## src/sv/fifo_with_indexed_peek_remove_top_defines.svh

```systemverilog
// ----------------------------------------------------------------------------
// Assertion macros for the indexed FIFO.
// Every check is clocked by clk; the first form is masked during reset.
// ----------------------------------------------------------------------------
`ifndef FIFO_WITH_INDEXED_PEEK_REMOVE_TOP_DEFINES_SVH
`define FIFO_WITH_INDEXED_PEEK_REMOVE_TOP_DEFINES_SVH

`ifndef ASSERT_OFF
// Check that is ignored while reset is asserted.
`define FIPR_ASSERT(label, prop, msg) \
	label: assert property (@(posedge clk) disable iff (!arst_n) (prop)) \
		else $error(msg);
// Check that also holds at edges during reset.
`define FIPR_ASSERT_RST(label, prop, msg) \
	label: assert property (@(posedge clk) (prop)) else $error(msg);
`else
`define FIPR_ASSERT(label, prop, msg)
`define FIPR_ASSERT_RST(label, prop, msg)
`endif

`endif

```

## src/sv/fipr_pkg.sv

```systemverilog
// ----------------------------------------------------------------------------
// fipr_pkg
// Types and constants shared by the indexed FIFO cells and top level.
// ----------------------------------------------------------------------------
package fipr_pkg;

	// Storage geometry.
	localparam int DEPTH      = 16;
	localparam int DATA_WIDTH = 32;

	// Fixed port widths.
	localparam int DIN_W   = 32;
	localparam int DOUT_W  = 32;
	localparam int IDX_W   = 4;
	localparam int COUNT_W = 5;

	// Derived widths.
	localparam int SLOT_W = $clog2(DEPTH);
	localparam int CNT_W  = $clog2(DEPTH + 1);
	localparam int CMP_W  = (CNT_W > IDX_W) ? CNT_W : IDX_W;

	typedef logic [DATA_WIDTH-1:0] word_t;
	typedef logic [SLOT_W-1:0]     slot_t;
	typedef logic [CNT_W-1:0]      cnt_t;

	// Command codes.
	typedef enum logic [1:0] {
		CMD_PUSH   = 2'd0,
		CMD_POP    = 2'd1,
		CMD_REMOVE = 2'd2,
		CMD_PEEK   = 2'd3
	} cmd_t;

	// Result status codes.
	typedef enum logic [1:0] {
		ST_OK   = 2'd0,
		ST_FULL = 2'd1,
		ST_MISS = 2'd2
	} status_t;

	// Controls broadcast from the top level to every cell.
	typedef struct packed {
		logic  take;     // drop the entry at pos and close the gap
		logic  push;     // write the new word at wr_slot
		slot_t pos;      // slot being dropped
		slot_t wr_slot;  // first free slot
	} cell_ctl_t;

endpackage

```

## src/sv/fipr_cell.sv

```systemverilog
// ----------------------------------------------------------------------------
// fipr_cell
// One storage cell of the shifting queue. It keeps its word, takes the word
// of its newer neighbor when the gap closes, or loads a pushed word.
// ----------------------------------------------------------------------------
module fipr_cell (
	input  logic               clk,
	input  fipr_pkg::slot_t    slot,
	input  fipr_pkg::cell_ctl_t ctl,
	input  fipr_pkg::word_t    nxt_data,
	input  fipr_pkg::word_t    push_data,
	output fipr_pkg::word_t    data
);
	import fipr_pkg::*;

	word_t data_q;

	// Cells at and above the dropped slot move down by one.
	always_ff @(posedge clk) begin
		if (ctl.take && (slot >= ctl.pos)) begin
			data_q <= nxt_data;
		end else if (ctl.push && (slot == ctl.wr_slot)) begin
			data_q <= push_data;
		end
	end

	assign data = data_q;

endmodule

```

## src/sv/fifo_with_indexed_peek_remove_top.sv

```systemverilog
// ----------------------------------------------------------------------------
// fifo_with_indexed_peek_remove_top
// Bounded FIFO with push, pop, and peek or removal by index from the newest
// entry, built as a row of shifting storage cells.
// ----------------------------------------------------------------------------
//  channel | handshake               | payload
//  --------+-------------------------+----------------------------------
//  in      | in_valid / in_stall     | cmd, data_in, index
//  out     | out_valid / out_stall   | data_out, found, status, count
//
// For each request the cells shift, load or are read in the cycle of
// acceptance and the result lands in the output register.
// A new request is taken every cycle while the output is not stalled;
// in_stall is high only while a held result is stalled.
// Reset clears the entry count and the output valid; no clearing pass.
// ----------------------------------------------------------------------------
`include "fifo_with_indexed_peek_remove_top_defines.svh"

module fifo_with_indexed_peek_remove_top (
	input  logic                          clk,
	input  logic                          arst_n,
	input  logic                          in_valid,
	output logic                          in_stall,
	input  logic [1:0]                    cmd,
	input  logic [fipr_pkg::DIN_W-1:0]    data_in,
	input  logic [fipr_pkg::IDX_W-1:0]    index,
	output logic                          out_valid,
	input  logic                          out_stall,
	output logic [fipr_pkg::DOUT_W-1:0]   data_out,
	output logic                          found,
	output logic [1:0]                    status,
	output logic [fipr_pkg::COUNT_W-1:0]  count
);
	import fipr_pkg::*;

	logic                 acc;
	cnt_t                 cnt_q;
	cnt_t                 cnt_nxt;
	logic [CMP_W-1:0]     idx_w;
	logic [CMP_W-1:0]     cnt_w;
	logic [CMP_W-1:0]     pos_w;
	logic                 in_range;
	logic                 push_ok;
	logic                 pop_ok;
	logic                 rem_ok;
	logic                 hit;
	slot_t                rd_slot;
	status_t              st;
	cell_ctl_t            ctl;
	word_t                push_word;
	word_t                cell_data [DEPTH];
	word_t                nxt_data  [DEPTH];
	logic                 out_valid_q;
	logic [DOUT_W-1:0]    dout_q;
	logic                 found_q;
	status_t              status_q;
	cnt_t                 count_q;

	// Handshake: hold off new requests while a result is stalled.
	assign in_stall = out_valid_q && out_stall;
	assign acc      = in_valid && !in_stall;

	// Index decode: slot = count - 1 - index, oldest entry in slot 0.
	assign idx_w    = CMP_W'(index);
	assign cnt_w    = CMP_W'(cnt_q);
	assign in_range = idx_w < cnt_w;
	assign pos_w    = cnt_w - CMP_W'(1) - idx_w;

	always_comb begin
		push_ok = 1'b0;
		pop_ok  = 1'b0;
		rem_ok  = 1'b0;
		hit     = 1'b0;
		rd_slot = pos_w[SLOT_W-1:0];
		st      = ST_OK;
		case (cmd_t'(cmd))
			CMD_PUSH: begin
				if (cnt_q == CNT_W'(DEPTH)) begin
					st = ST_FULL;
				end else begin
					push_ok = acc;
				end
			end
			CMD_POP: begin
				rd_slot = '0;
				if (cnt_q == '0) begin
					st = ST_MISS;
				end else begin
					pop_ok = acc;
					hit    = 1'b1;
				end
			end
			CMD_REMOVE: begin
				if (!in_range) begin
					st = ST_MISS;
				end else begin
					rem_ok = acc;
					hit    = 1'b1;
				end
			end
			default: begin
				if (!in_range) begin
					st = ST_MISS;
				end else begin
					hit = 1'b1;
				end
			end
		endcase
	end

	// Controls broadcast to the cell row.
	assign ctl.take    = pop_ok || rem_ok;
	assign ctl.push    = push_ok;
	assign ctl.pos     = rd_slot;
	assign ctl.wr_slot = cnt_q[SLOT_W-1:0];
	assign push_word   = word_t'(data_in);

	// Row of cells; each cell hands its word to the older neighbor.
	for (genvar i = 0; i < DEPTH; i++) begin : g_cell
		if (i == DEPTH - 1) begin : g_last
			assign nxt_data[i] = '0;
		end else begin : g_mid
			assign nxt_data[i] = cell_data[i+1];
		end
		fipr_cell u_cell (
			.clk       (clk),
			.slot      (SLOT_W'(i)),
			.ctl       (ctl),
			.nxt_data  (nxt_data[i]),
			.push_data (push_word),
			.data      (cell_data[i])
		);
	end

	// Entry count after the request.
	always_comb begin
		cnt_nxt = cnt_q;
		if (push_ok) begin
			cnt_nxt = cnt_q + CNT_W'(1);
		end else if (ctl.take) begin
			cnt_nxt = cnt_q - CNT_W'(1);
		end
	end

	always_ff @(posedge clk or negedge arst_n) begin
		if (!arst_n) begin
			cnt_q <= '0;
		end else begin
			cnt_q <= cnt_nxt;
		end
	end

	// Output register valid.
	always_ff @(posedge clk or negedge arst_n) begin
		if (!arst_n) begin
			out_valid_q <= 1'b0;
		end else if (acc) begin
			out_valid_q <= 1'b1;
		end else if (!out_stall) begin
			out_valid_q <= 1'b0;
		end
	end

	// Output register payload.
	always_ff @(posedge clk) begin
		if (acc) begin
			dout_q   <= hit ? DOUT_W'(cell_data[rd_slot]) : '0;
			found_q  <= hit;
			status_q <= st;
			count_q  <= cnt_nxt;
		end
	end

	assign out_valid = out_valid_q;
	assign data_out  = dout_q;
	assign found     = found_q;
	assign status    = status_q;
	assign count     = COUNT_W'(count_q);

	// Checks on the count, the result codes and the input stall.
	`FIPR_ASSERT(a_cnt_bound, cnt_q <= CNT_W'(DEPTH), "entry count above depth")
	`FIPR_ASSERT(a_cnt_hold, !acc |=> $stable(cnt_q), "count moved without a request")
	`FIPR_ASSERT(a_full_push, (acc && cmd == CMD_PUSH && cnt_q == CNT_W'(DEPTH)) |=> (status == ST_FULL && !found && $stable(cnt_q)), "push into full queue not rejected")
	`FIPR_ASSERT(a_found_ok, (out_valid && found) |-> (status == ST_OK), "found with error status")
	`FIPR_ASSERT_RST(a_stall_held, in_stall |-> out_valid, "input stalled with no held result")

endmodule

```

## config.mk

```make
export PLATFORM = sky130hd
export DESIGN_NAME = fifo_with_indexed_peek_remove_top
export DESIGN_NICKNAME = d
export VERILOG_FILES = /design/src/sv/fipr_pkg.sv /design/src/sv/fipr_cell.sv /design/src/sv/fifo_with_indexed_peek_remove_top.sv
export VERILOG_INCLUDE_DIRS = /design/src /design/src/sv
export SDC_FILE = /design/constraint.sdc
export NUM_CORES = 1
export LEC_CHECK = 0
export BUFFER_PORTS_ARGS = -buffer_cell sky130_fd_sc_hd__buf_2
export CAP_MARGIN = 20
export CORE_ASPECT_RATIO = 1.5
export CORE_MARGIN = 2
export CORE_UTILIZATION = 34
export DETAILED_ROUTE_END_ITERATION = 10
export MAX_ROUTING_LAYER = met4
export PLACE_DENSITY = 0.51
export SYNTH_ARGS = -nofsm -noshare
export SYNTH_HDL_FRONTEND = slang
export SYNTH_SLANG_ARGS = --single-unit
```

## constraint.sdc

```tcl
create_clock -name clk -period 5.5 [get_ports clk]
set_input_delay 0 -clock clk [delete_from_list [all_inputs] [get_ports clk]]
set_output_delay 0 -clock clk [all_outputs]
set_load 0.02 [all_outputs]
```

; ---- After elaboration in Yosys (flattened, before gate mapping)
; Cells that the tools add are included.
[totals]
ff_bits = 558
elab_cells = 168
input_bits = 42
[classes]
n_mux = 51
n_reduce_logical = 54
add_sub_neg = 3
n_bitwise = 1
order_cmp = 18
eq_ne = 19
[ops]
columns = op, n
row1 = 2-to-1 mux 32 bit, 32
row2 = binary-select mux 32 bit (select 4 bit), 1
row3 = logical AND 1 bit, 34
row4 = equality test 4 bit (first input constant), 8
row5 = >= comparator 4 bit (first input constant), 8
row6 = nonzero test 2 bit, 15
row7 = equality test 3 x 4 -> 1 bit (first input constant), 4
row8 = >= comparator 3 x 4 -> 1 bit (first input constant), 4
row9 = 2-to-1 mux 1 bit, 11
row10 = 2-to-1 mux 5 bit, 2
row11 = equality test 2 x 4 -> 1 bit (first input constant), 2
row12 = >= comparator 1 x 4 -> 1 bit (first input constant), 2
row13 = >= comparator 2 x 4 -> 1 bit (first input constant), 2
row14 = adder 5 x 1 -> 5 bit (second input constant), 1
row15 = equality test 5 bit (second input constant), 1
row16 = >= comparator 5 bit (second input constant), 1
row17 = logical NOT 5 bit, 1
row18 = < comparator 4 x 5 -> 1 bit, 1
row19 = NOT 4 -> 5 bit, 1
row20 = subtractor 5 x 1 -> 5 bit (second input constant), 1
row21 = equality test 1 x 4 -> 1 bit (first input constant), 1
row22 = logical NOT 4 bit, 1
row23 = 2-to-1 mux 2 bit, 2
row24 = 2-to-1 mux 4 bit, 1
row25 = 9 further kinds, 9

; ---- Depth between registers and ports, before layout
; Gate-level depths: netlist of the first run.
[logic_depth]
depth_word = 8
ltp_mapped = 11
ltp_nobuf = 9

; ---- Hierarchy
; A second synthesis of the first run with hierarchy kept.
[hier_totals]
cells_unflattened = 4661
area_unflattened_um2 = 43163.9
[modules_own_cells]
columns = module, area_per_inst_um2, instances, seq_area_each_um2, cells_per_inst
row1 = fipr_cell, 2294.7, 16, 960.9, 242
row2 = fifo_with_indexed_peek_remove_top, 6448.7, 1, 1351.3, 789

; ---- Worst setup path before layout of the first run
; No wires, ideal clock.
[synth_timing]
path_kind = register -> register
startpoint = register out_valid_q, in the netlist out_valid
endpoint = register g_cell[5].u_cell.data_q[0] (enable)
slack_ps = 1234
t_arrival_ps = 3878
required_ps = 5112
path_buffers = 2
stages_incl_launch_ff = 8
period_less_slack_ps = 4266
path_cell_list = dfrtp_1 a21boi_2 and4b_1 a22oi_4 buf_6 nor3_4 buf_6 a21o_1
[synth_via]
elab_chain_cells = 8
word_cells_on_any_way = 13
cone_classes = 6 x mux / 7 x reduce/logical
[synth_rtl]
columns = item, line_no
row1 = start: declaration, fifo_with_indexed_peek_remove_top.sv:53  ; logic out_valid_q;
row2 = start signal: assignment, fifo_with_indexed_peek_remove_top.sv:156  ; out_valid_q <= 1'b0;
row3 = start signal: assignment, fifo_with_indexed_peek_remove_top.sv:158  ; out_valid_q <= 1'b1;
row4 = start signal: assignment, fifo_with_indexed_peek_remove_top.sv:160  ; out_valid_q <= 1'b0;
row5 = logical AND 1 bit *, fifo_with_indexed_peek_remove_top.sv:60  ; assign in_stall = out_valid_q && out_stall;
row6 = logical NOT 1 bit *, fifo_with_indexed_peek_remove_top.sv:61  ; assign acc = in_valid && !in_stall;
row7 = logical AND 1 bit *, fifo_with_indexed_peek_remove_top.sv:61
row8 = named net acc, fifo_with_indexed_peek_remove_top.sv:36  ; logic acc;
row9 = "2-to-1 mux 1 bit, on equally long branches", "fifo_with_indexed_peek_remove_top.sv:86, fifo_with_indexed_peek_remove_top.sv:94"
row10 = 2-to-1 mux 1 bit, fifo_with_indexed_peek_remove_top.sv:76  ; case (cmd_t'(cmd))
row11 = logical OR 1 bit, fifo_with_indexed_peek_remove_top.sv:112  ; assign ctl.take = pop_ok || rem_ok;
row12 = logical AND 1 bit, fipr_cell.sv:20  ; if (ctl.take && (slot >= ctl.pos)) begin
row13 = nonzero test 2 bit (no source line) *, --
row14 = end signal: assignment, fipr_cell.sv:21  ; data_q <= nxt_data;
row15 = end signal: assignment, fipr_cell.sv:23  ; data_q <= push_data;
row16 = end: declaration, fipr_cell.sv:16  ; word_t data_q;
; Mark *: on every way through the listed nets, which the timed path passes. The rest lies on a longest branch.
; A chain may end at the register's enable or synchronous reset.

; ---- Final worst setup path of the first run
[layout_timing]
startpoint = register cnt_q[0]
endpoint = register dout_q[30], in the netlist data_out[30] (data pin)
[layout_via]
elab_chain_cells = 7
word_cells_on_any_way = 12
cone_classes = 2 x add/sub / 1 x order compare / 7 x mux / 1 x bitwise / 1 x reduce/logical
[layout_rtl]
columns = item, line_no
row1 = start: declaration, fifo_with_indexed_peek_remove_top.sv:37  ; cnt_t cnt_q;
row2 = start signal: assignment, fifo_with_indexed_peek_remove_top.sv:149  ; cnt_q <= cnt_nxt;
row3 = subtractor 5 x 1 -> 5 bit, --
row4 = subtractor 4 bit, fifo_with_indexed_peek_remove_top.sv:67  ; assign pos_w = cnt_w - CMP_W'(1) - idx_w;
row5 = 2-to-1 mux 4 bit, fifo_with_indexed_peek_remove_top.sv:76
row6 = NOT 4 -> 5 bit (not written as such), fifo_with_indexed_peek_remove_top.sv:167  ; dout_q <= hit ? DOUT_W'(cell_data[rd_slot]) : '0;
row7 = binary-select mux 32 bit (select 4 bit), fifo_with_indexed_peek_remove_top.sv:167
row8 = 2-to-1 mux 32 bit (not written as such) (2 in a row), fifo_with_indexed_peek_remove_top.sv:167
row9 = end signal: assignment, fifo_with_indexed_peek_remove_top.sv:167
row10 = end: declaration, fifo_with_indexed_peek_remove_top.sv:54  ; logic [DOUT_W-1:0] dout_q;
; Several ways; a longest one is shown, not always the timed one. The select of a mux whose other input is x is not followed.

==> impl_results.md, run 1 <==
- Number of max-cap violations: 0
- Final setup fails: 0
- Remaining DRCs: 0
- Worst hold path class: in2reg
- Final Power: 19870 uW
- Top cell type by total area after synthesis: edfxtp_1
- Ys async rst share: 0.01075
- Initial DRT Pass Iterations: 5
- HPWL after detailed placement: 49790 um
- Avg WL per Cell: 27.76 um
- Max Slew Vio Count: 0
- Crit path kind: reg2reg
- Max-Slew Margin vs Limit: 0.2663
- Power per cell area: 618.0 nW/um^2
- First-pass GRT wire length: 128200 um
- RSZ-0062 raised after global routing: no
- Clock Latency Late Sink: 0.65 ns
- Setup TNS after final layout: 0 ns
- Final Cycle Share: 0.8022
- CP startpoint kind: register
- Multiplexer share of the synthesized area: 0.2364
- Via count: 17940
- DRT Wirelength: 88980 um
- Fin Clk Skew: 0.02416 ns
- IO Port Bufs: 83
- Tightest Pin Transition: 1.098 ns
- Ys Warns: 0
- Combinational family with the most area after synthesis: multiplexers
- Status: finished, final reports clean
- CP required: 5.84 ns
- Simple-gate share of the synthesized area: 0.04267
- Syn_nets: 2049
- CP endpoint kind: register
- Routability cong.: 0.7766
- Crit path DAT: 4.76 ns
- Leak: 0.01067 uW
- Maximum vdd drop: 0.0006298 V
- Area added between synthesis and finish: 13.27%
- Yosys cell types: 51
- Gr usage total: 0.2120
- Clock Sinks: 558
- Synth Area in XOR/XNOR: 0.005378
- Vias/cell: 5.596
- Num CTS Buffers: 57
- Congestion Overflow GR: 0
- Die width: 239.9 um
- Mean area per synthesized cell: 14.24 um^2
- Layout cells sized above 1: 0.3451
- Vias in the first global route: 18859
- F_max: 226.6 MHz
- Antenna violations before repair: 4
- Ys flop type: edfxtp_1
- # nets final: 2095
- Register area share after synthesis: 0.5780
- Min Clock Period, post-route: 4.412 ns
- Htree depth: 2
- Initial DRC Count: 1286
- Die Ht: 357.9 um
- Row cnt: 129
- Mapped cell area: 28380 um^2
- CORE AREA: 82640 um^2
- Yosys top cell area share: 0.5501
- Area contributors post-synth: edfxtp_1 55%, mux2_2 18%, mux2i_1 4.5%
- Largest net degree at the start of global routing: 109
- Post-route antenna net violation count: 0
- Initial Utilization: 0.3435
- Adder-cell area share of the yosys netlist: 0.005995
- CTS Root Cell: clkbuf_16
- Io pins: 84
- Synth Area in Compound Gates: 0.09759
- Clk buf depth: 3
- Cts repair resizes: 0
- Number of synthesized flops with an enable pin: 520
- Syn Inst Count: 1994
- CP max FO: 64
- Die area: 85860 um^2
- TritonCTS clock tree: yes
- Register bit total from synthesis: 558
- Clock slew at reported path FFs: 0.06 ns
- Final hold viol count: 0
-- cells by family (layout without fill, tap and decap cells) --
logic type	count (synthesis)	in the layout
adders and majority gates	13	13
other	0	4
xor gates and xnor gates	11	11
DFF	558	558
AOI/OAI and AO/OA	387	387
buffers and inverters	201	296
and+or+nand+nor	214	214
muxes	610	610
-- worst paths after layout --
path	startpoint	end	slack (ns)	cells after the start
worst max-delay path	cnt_q[0]	data_out[30]	1.09	9
worst min-delay path	data_in[10]	g_cell[15].u_cell.data[10]	0.29	4
worst max register to register	cnt_q[0]	data_out[30]	1.09	9
worst min register to register	g_cell[15].u_cell.data[11]	g_cell[15].u_cell.data[11]	0.47	2
max in group asynchronous	arst_n	cnt_q[1]	4.95	3
min in group asynchronous	arst_n	cnt_q[3]	0.31	3
-- worst max-delay path, cell delays in order, from the launching register on --
cell,delay (ns)
dfrtp_1,0.54
inv_1,0.15
ha_1,0.36
fa_4,1.05
inv_1,0.20
o21ai_4,0.17
buf_4,0.74
a22o_1,0.28
o22ai_1,0.07
a211oi_1,0.55
-- metrics by stage --
step / std cells / utilization / setup slack (ns) / hold slack, ns / cell area, um^2
final: 3206 / 0.3891 / 1.088 / 0.2881 / 32150
after global routing: 3206 / 0.3891 / 0.8842 / 0.3012 / 32150
after CTS: 3202 / 0.3889 / 1.108 / 0.2515 / 32140
after detailed placement: 3053 / 0.3624 / 1.142 / -0.1599 / 29950
after global placement: 3052 / 0.3621 / 1.205 / -0.1661 / 29930
after floorplan: 1994 / - / 1.234 / -0.2956 / 28380
-- sequential cells by signal, indices dropped and copies added, names as in the netlist --
name / count
g_cell.u_cell.data: 512
data_out: 32
cnt_q: 5
count: 5
status: 2
found: 1
out_valid: 1
-- area by class of cell --
type                       count  area, um^2
tap                         1113        1393
inverter                      10       37.54
timing repair buffer         178        1356
sequential                   558       16410
fill                        7877       50490
antenna                        4       10.01
clock inverter                22       138.9
multi-input combinational   1235       11160
clock buffer                  86        1648
-- report_power, final --
group	internal, uW	total [uW]	switching [uW]
combinational	3270	9650	6380
clock	2110	3840	1730
sequential	5950	6380	434
total	11300	19900	8540
-- synth_stat cells, drive strengths merged (3+ instances only) --
cell type,instances
inv,10
xor2,3
nor4,32
o22ai,96
dfxtp,32
xnor2,8
nand2,71
a211oi,32
or2,3
mux2,481
clkbuf,117
edfxtp,520
nor3,11
a221oi,64
mux2i,129
nand2b,66
and3,5
buf,74
a22o,65
nor2,15
a22oi,3
dfrtp,6
a21oi,43
o21ai,66
ha,12
nor2b,3
a31o,4
a21o,8
-- cells in the final DEF, fill, tap and decap left out, types with 11 or more instances in the layout --
cell and instances:
buf_4 44, a221oi_1 64, mux2_2 448, buf_2 83, dlygate4sd3_1 41, clkbuf_16 59
edfxtp_1 520, a22o_1 64, dfxtp_1 32, a211oi_1 32, o22ai_1 96, mux2i_1 128
o21ai_0 64, a21oi_1 37, nand2_1 68, ha_1 11, nand2b_1 66, nor4_1 32
mux2_1 32, clkbuf_1 20
-- routing by layer --
layer  vias up  GRT usage  routed length (um)
met5         -          -                   0
met4         0    0.07503                3153
met3       168    0.02979                3907
met2       498     0.3971               48580
met1      9293     0.2256               33340
li1       7981          -                   -
-- what timing repair did --
action / CTS / global route
endpoints found under the hold margin: 531 / 0
buffers inserted: 0 / 0
hold buffers: 41 / 0
setup endpoints to repair: 0 / 0
Note: power is estimated with default switching activity, not from simulation.
==> run 2: changes to the inputs <==
- PLACE_DENSITY: 0.51 -> 0.52
- clock period: 5.5 -> 3.83 ns (I/O delays scaled with it)
==> run 2 against run 1 <==
Via count down 0.41%. Sequential share of layout area is 0.64 points lower. Largest cell class unchanged. Total power grew 45%. Cell count rose by 0.78%. Register-to-register slack worse by 0.82 ns.
==> impl_results.md, run 2 (same netlist as run 1, synthesis figures left out) <==
- Die width: 239.9 um
- CORE AREA: 82640 um^2
- Row cnt: 129
- CP max FO: 41
- Area added between synthesis and finish: 14.72%
- First-pass GRT wire length: 124500 um
- Hold path depth: 4
- Dpl ws: 0.2520 ns
- Final Cycle Share: 0.9296
- Crit path DAT: 3.95 ns
- Hold path startpoint: out_stall
- Final setup fails: 0
- Cell Chain, Critical Path: inv_1 > ha_1 > xor2_1 > ha_1 > xnor2_1 > nand2_2 > buf_12 > a221oi_1 > nor4_1 > a211oi_1
- Status: finished, final reports clean
- Crit-path most repeated cell: ha_1
- Initial DRC Count: 1368
- DRT Wirelength: 84790 um
- Clock slew at reported path FFs: 0.07 ns
- Tightest Pin Transition: 1.096 ns
- Largest net degree at the start of global routing: 65
- Met1 GRT Util: 0.2325
- Met2 usage: 0.3604
- Max FFs per register: 512
- Max Slew Vio Count: 0
- Crit path from: cnt_q[1]
- Htree depth: 2
- Fill cells: 7876
- Vias in the first global route: 18812
- Remaining DRCs: 0
- Most frequent cells in the layout: 520 x edfxtp_1, 448 x mux2_2, 128 x mux2i_1
- Vias/cell: 5.530
- Final WS setup: 0.2698 ns
- Initial DRT Pass Iterations: 7
- CTS Root Cell: clkbuf_16
- Leak: 0.01085 uW
- Initial Utilization: 0.3435
- Die Ht: 357.9 um
- Clk buf depth: 3
- Clock Sinks: 558
- Reg area: 16410 um^2
- CP startpoint kind: register
- CP required: 4.22 ns
- Worst r2r path cells: 10
- Die area: 85860 um^2
- Crit path kind: reg2reg
- Crit-path max cell delay: 0.45 ns
- Multi-input logic area: 11160 um^2
- TritonCTS clock tree: yes
- Non-Filler Instances: 3231
- Gr usage total: 0.2026
- Setup bufs post-CTS: 0
- Critical Path Stages: 10
- Critical path's slowest cell: a221oi_1
- Congestion Overflow GR: 0
- Commonest non-fill, non-tap cell in the layout: edfxtp_1
- F_max: 280.9 MHz
- Min Clock Period, post-route: 3.560 ns
- Final hold viol count: 0
- HPWL after detailed placement: 50650 um
- Num CTS Buffers: 56
- Layout cells sized above 1: 0.3497
- Worst path top cell family by delay: compound AO/OA/AOI/OAI gates
- Setup TNS after final layout: 0 ns
- Global route hottest layer: met2
- Routing usage on met3: 0.02686
- Antenna violations before repair: 2
- Io pins: 84
- Maximum vdd drop: 0.001107 V
- Fin Clk Skew: 0.02186 ns
- CP endpoint kind: register
- Max-Slew Margin vs Limit: 0.2691
- Routability cong.: 0.8475
- Post-route antenna net violation count: 0
- Avg WL per Cell: 26.24 um
- Number of max-cap violations: 0
- Power per cell area: 883.5 nW/um^2
- Via count: 17866
- IO Port Bufs: 83
- Clock Latency Late Sink: 0.63 ns
- Reg-to-reg startpoint: cnt_q[1]
- Worst hold path class: in2reg
- Worst Path Buf+Inv: 2
- RSZ-0062 raised after global routing: no
- Cell total after placement: 3080
- Post-layout util: 0.3940
- # nets final: 2127
-- run 2: cell types whose count changed in the layout (fill, tap and decap cells not counted), sizes merged, moves of 2 or more --
cell	previous run	this run
dlygate4sd3	41	47
buf	137	164
clkbuf	86	69
clkinv	17	30
diode	4	2
-- run 2: worst min-delay path, delay by kind of cell --
kind            cells  cell delay (ns)
compound gates      2             0.31
buf+inv             2             0.31
-- run 2: path summary, 6_finish.rpt --
kind                                         endpoint  slack, ns
hold reg to reg            g_cell[15].u_cell.data[29]       0.47
setup / recovery                         data_out[19]       0.27
min in group asynchronous                    cnt_q[2]       0.33
max in group asynchronous                    cnt_q[0]       3.24
hold / removal              g_cell[0].u_cell.data[30]       0.21
setup reg to reg                         data_out[19]       0.27
-- run 2: metrics by stage --
| stage | total power, uW | hold slack, ns | instance area, um^2 |
|---|---|---|---|
| floorplan | 17990 | -0.2956 | 28390 |
| global placement | 23480 | -0.1633 | 30420 |
| detailed placement | 23580 | -0.1597 | 30420 |
| CTS | 28960 | 0.1729 | 32560 |
| global route | 30100 | 0.1973 | 32560 |
| finish | 28770 | 0.2094 | 32560 |
-- run 2: report_power, final --
group          switching [uW]  total (uW)  internal, uW
Sequential                528        9060          8530
Clock                    2440        5250          2810
Combinational            9290       14500          5170
Total                   12300       28800         16500
-- run 2: final cells by class --
cell class / instances / share of cell area
flip-flops and latches: 558 / 0.5038
clock inverters: 33 / 0.005495
repair buffers: 211 / 0.05817
diodes: 2 / 0.0001537
inverters: 10 / 0.001153
clock buffers: 69 / 0.04580
well taps: 1113 / 0.04277
multi-input cells: 1235 / 0.3427
-- run 2: metal layers --
metal / wire (um) / vias to the layer above
met2: 44530 / 490
met4: 3067 / 0
met1: 33460 / 9160
met5: 0 / -
met3: 3727 / 159
li1: - / 8057
-- run 2: repair_timing --
item	4_1_cts	5_1_grt
hold buffers	47	0
hold endpoints to repair	521	0
gates resized for setup	0	0
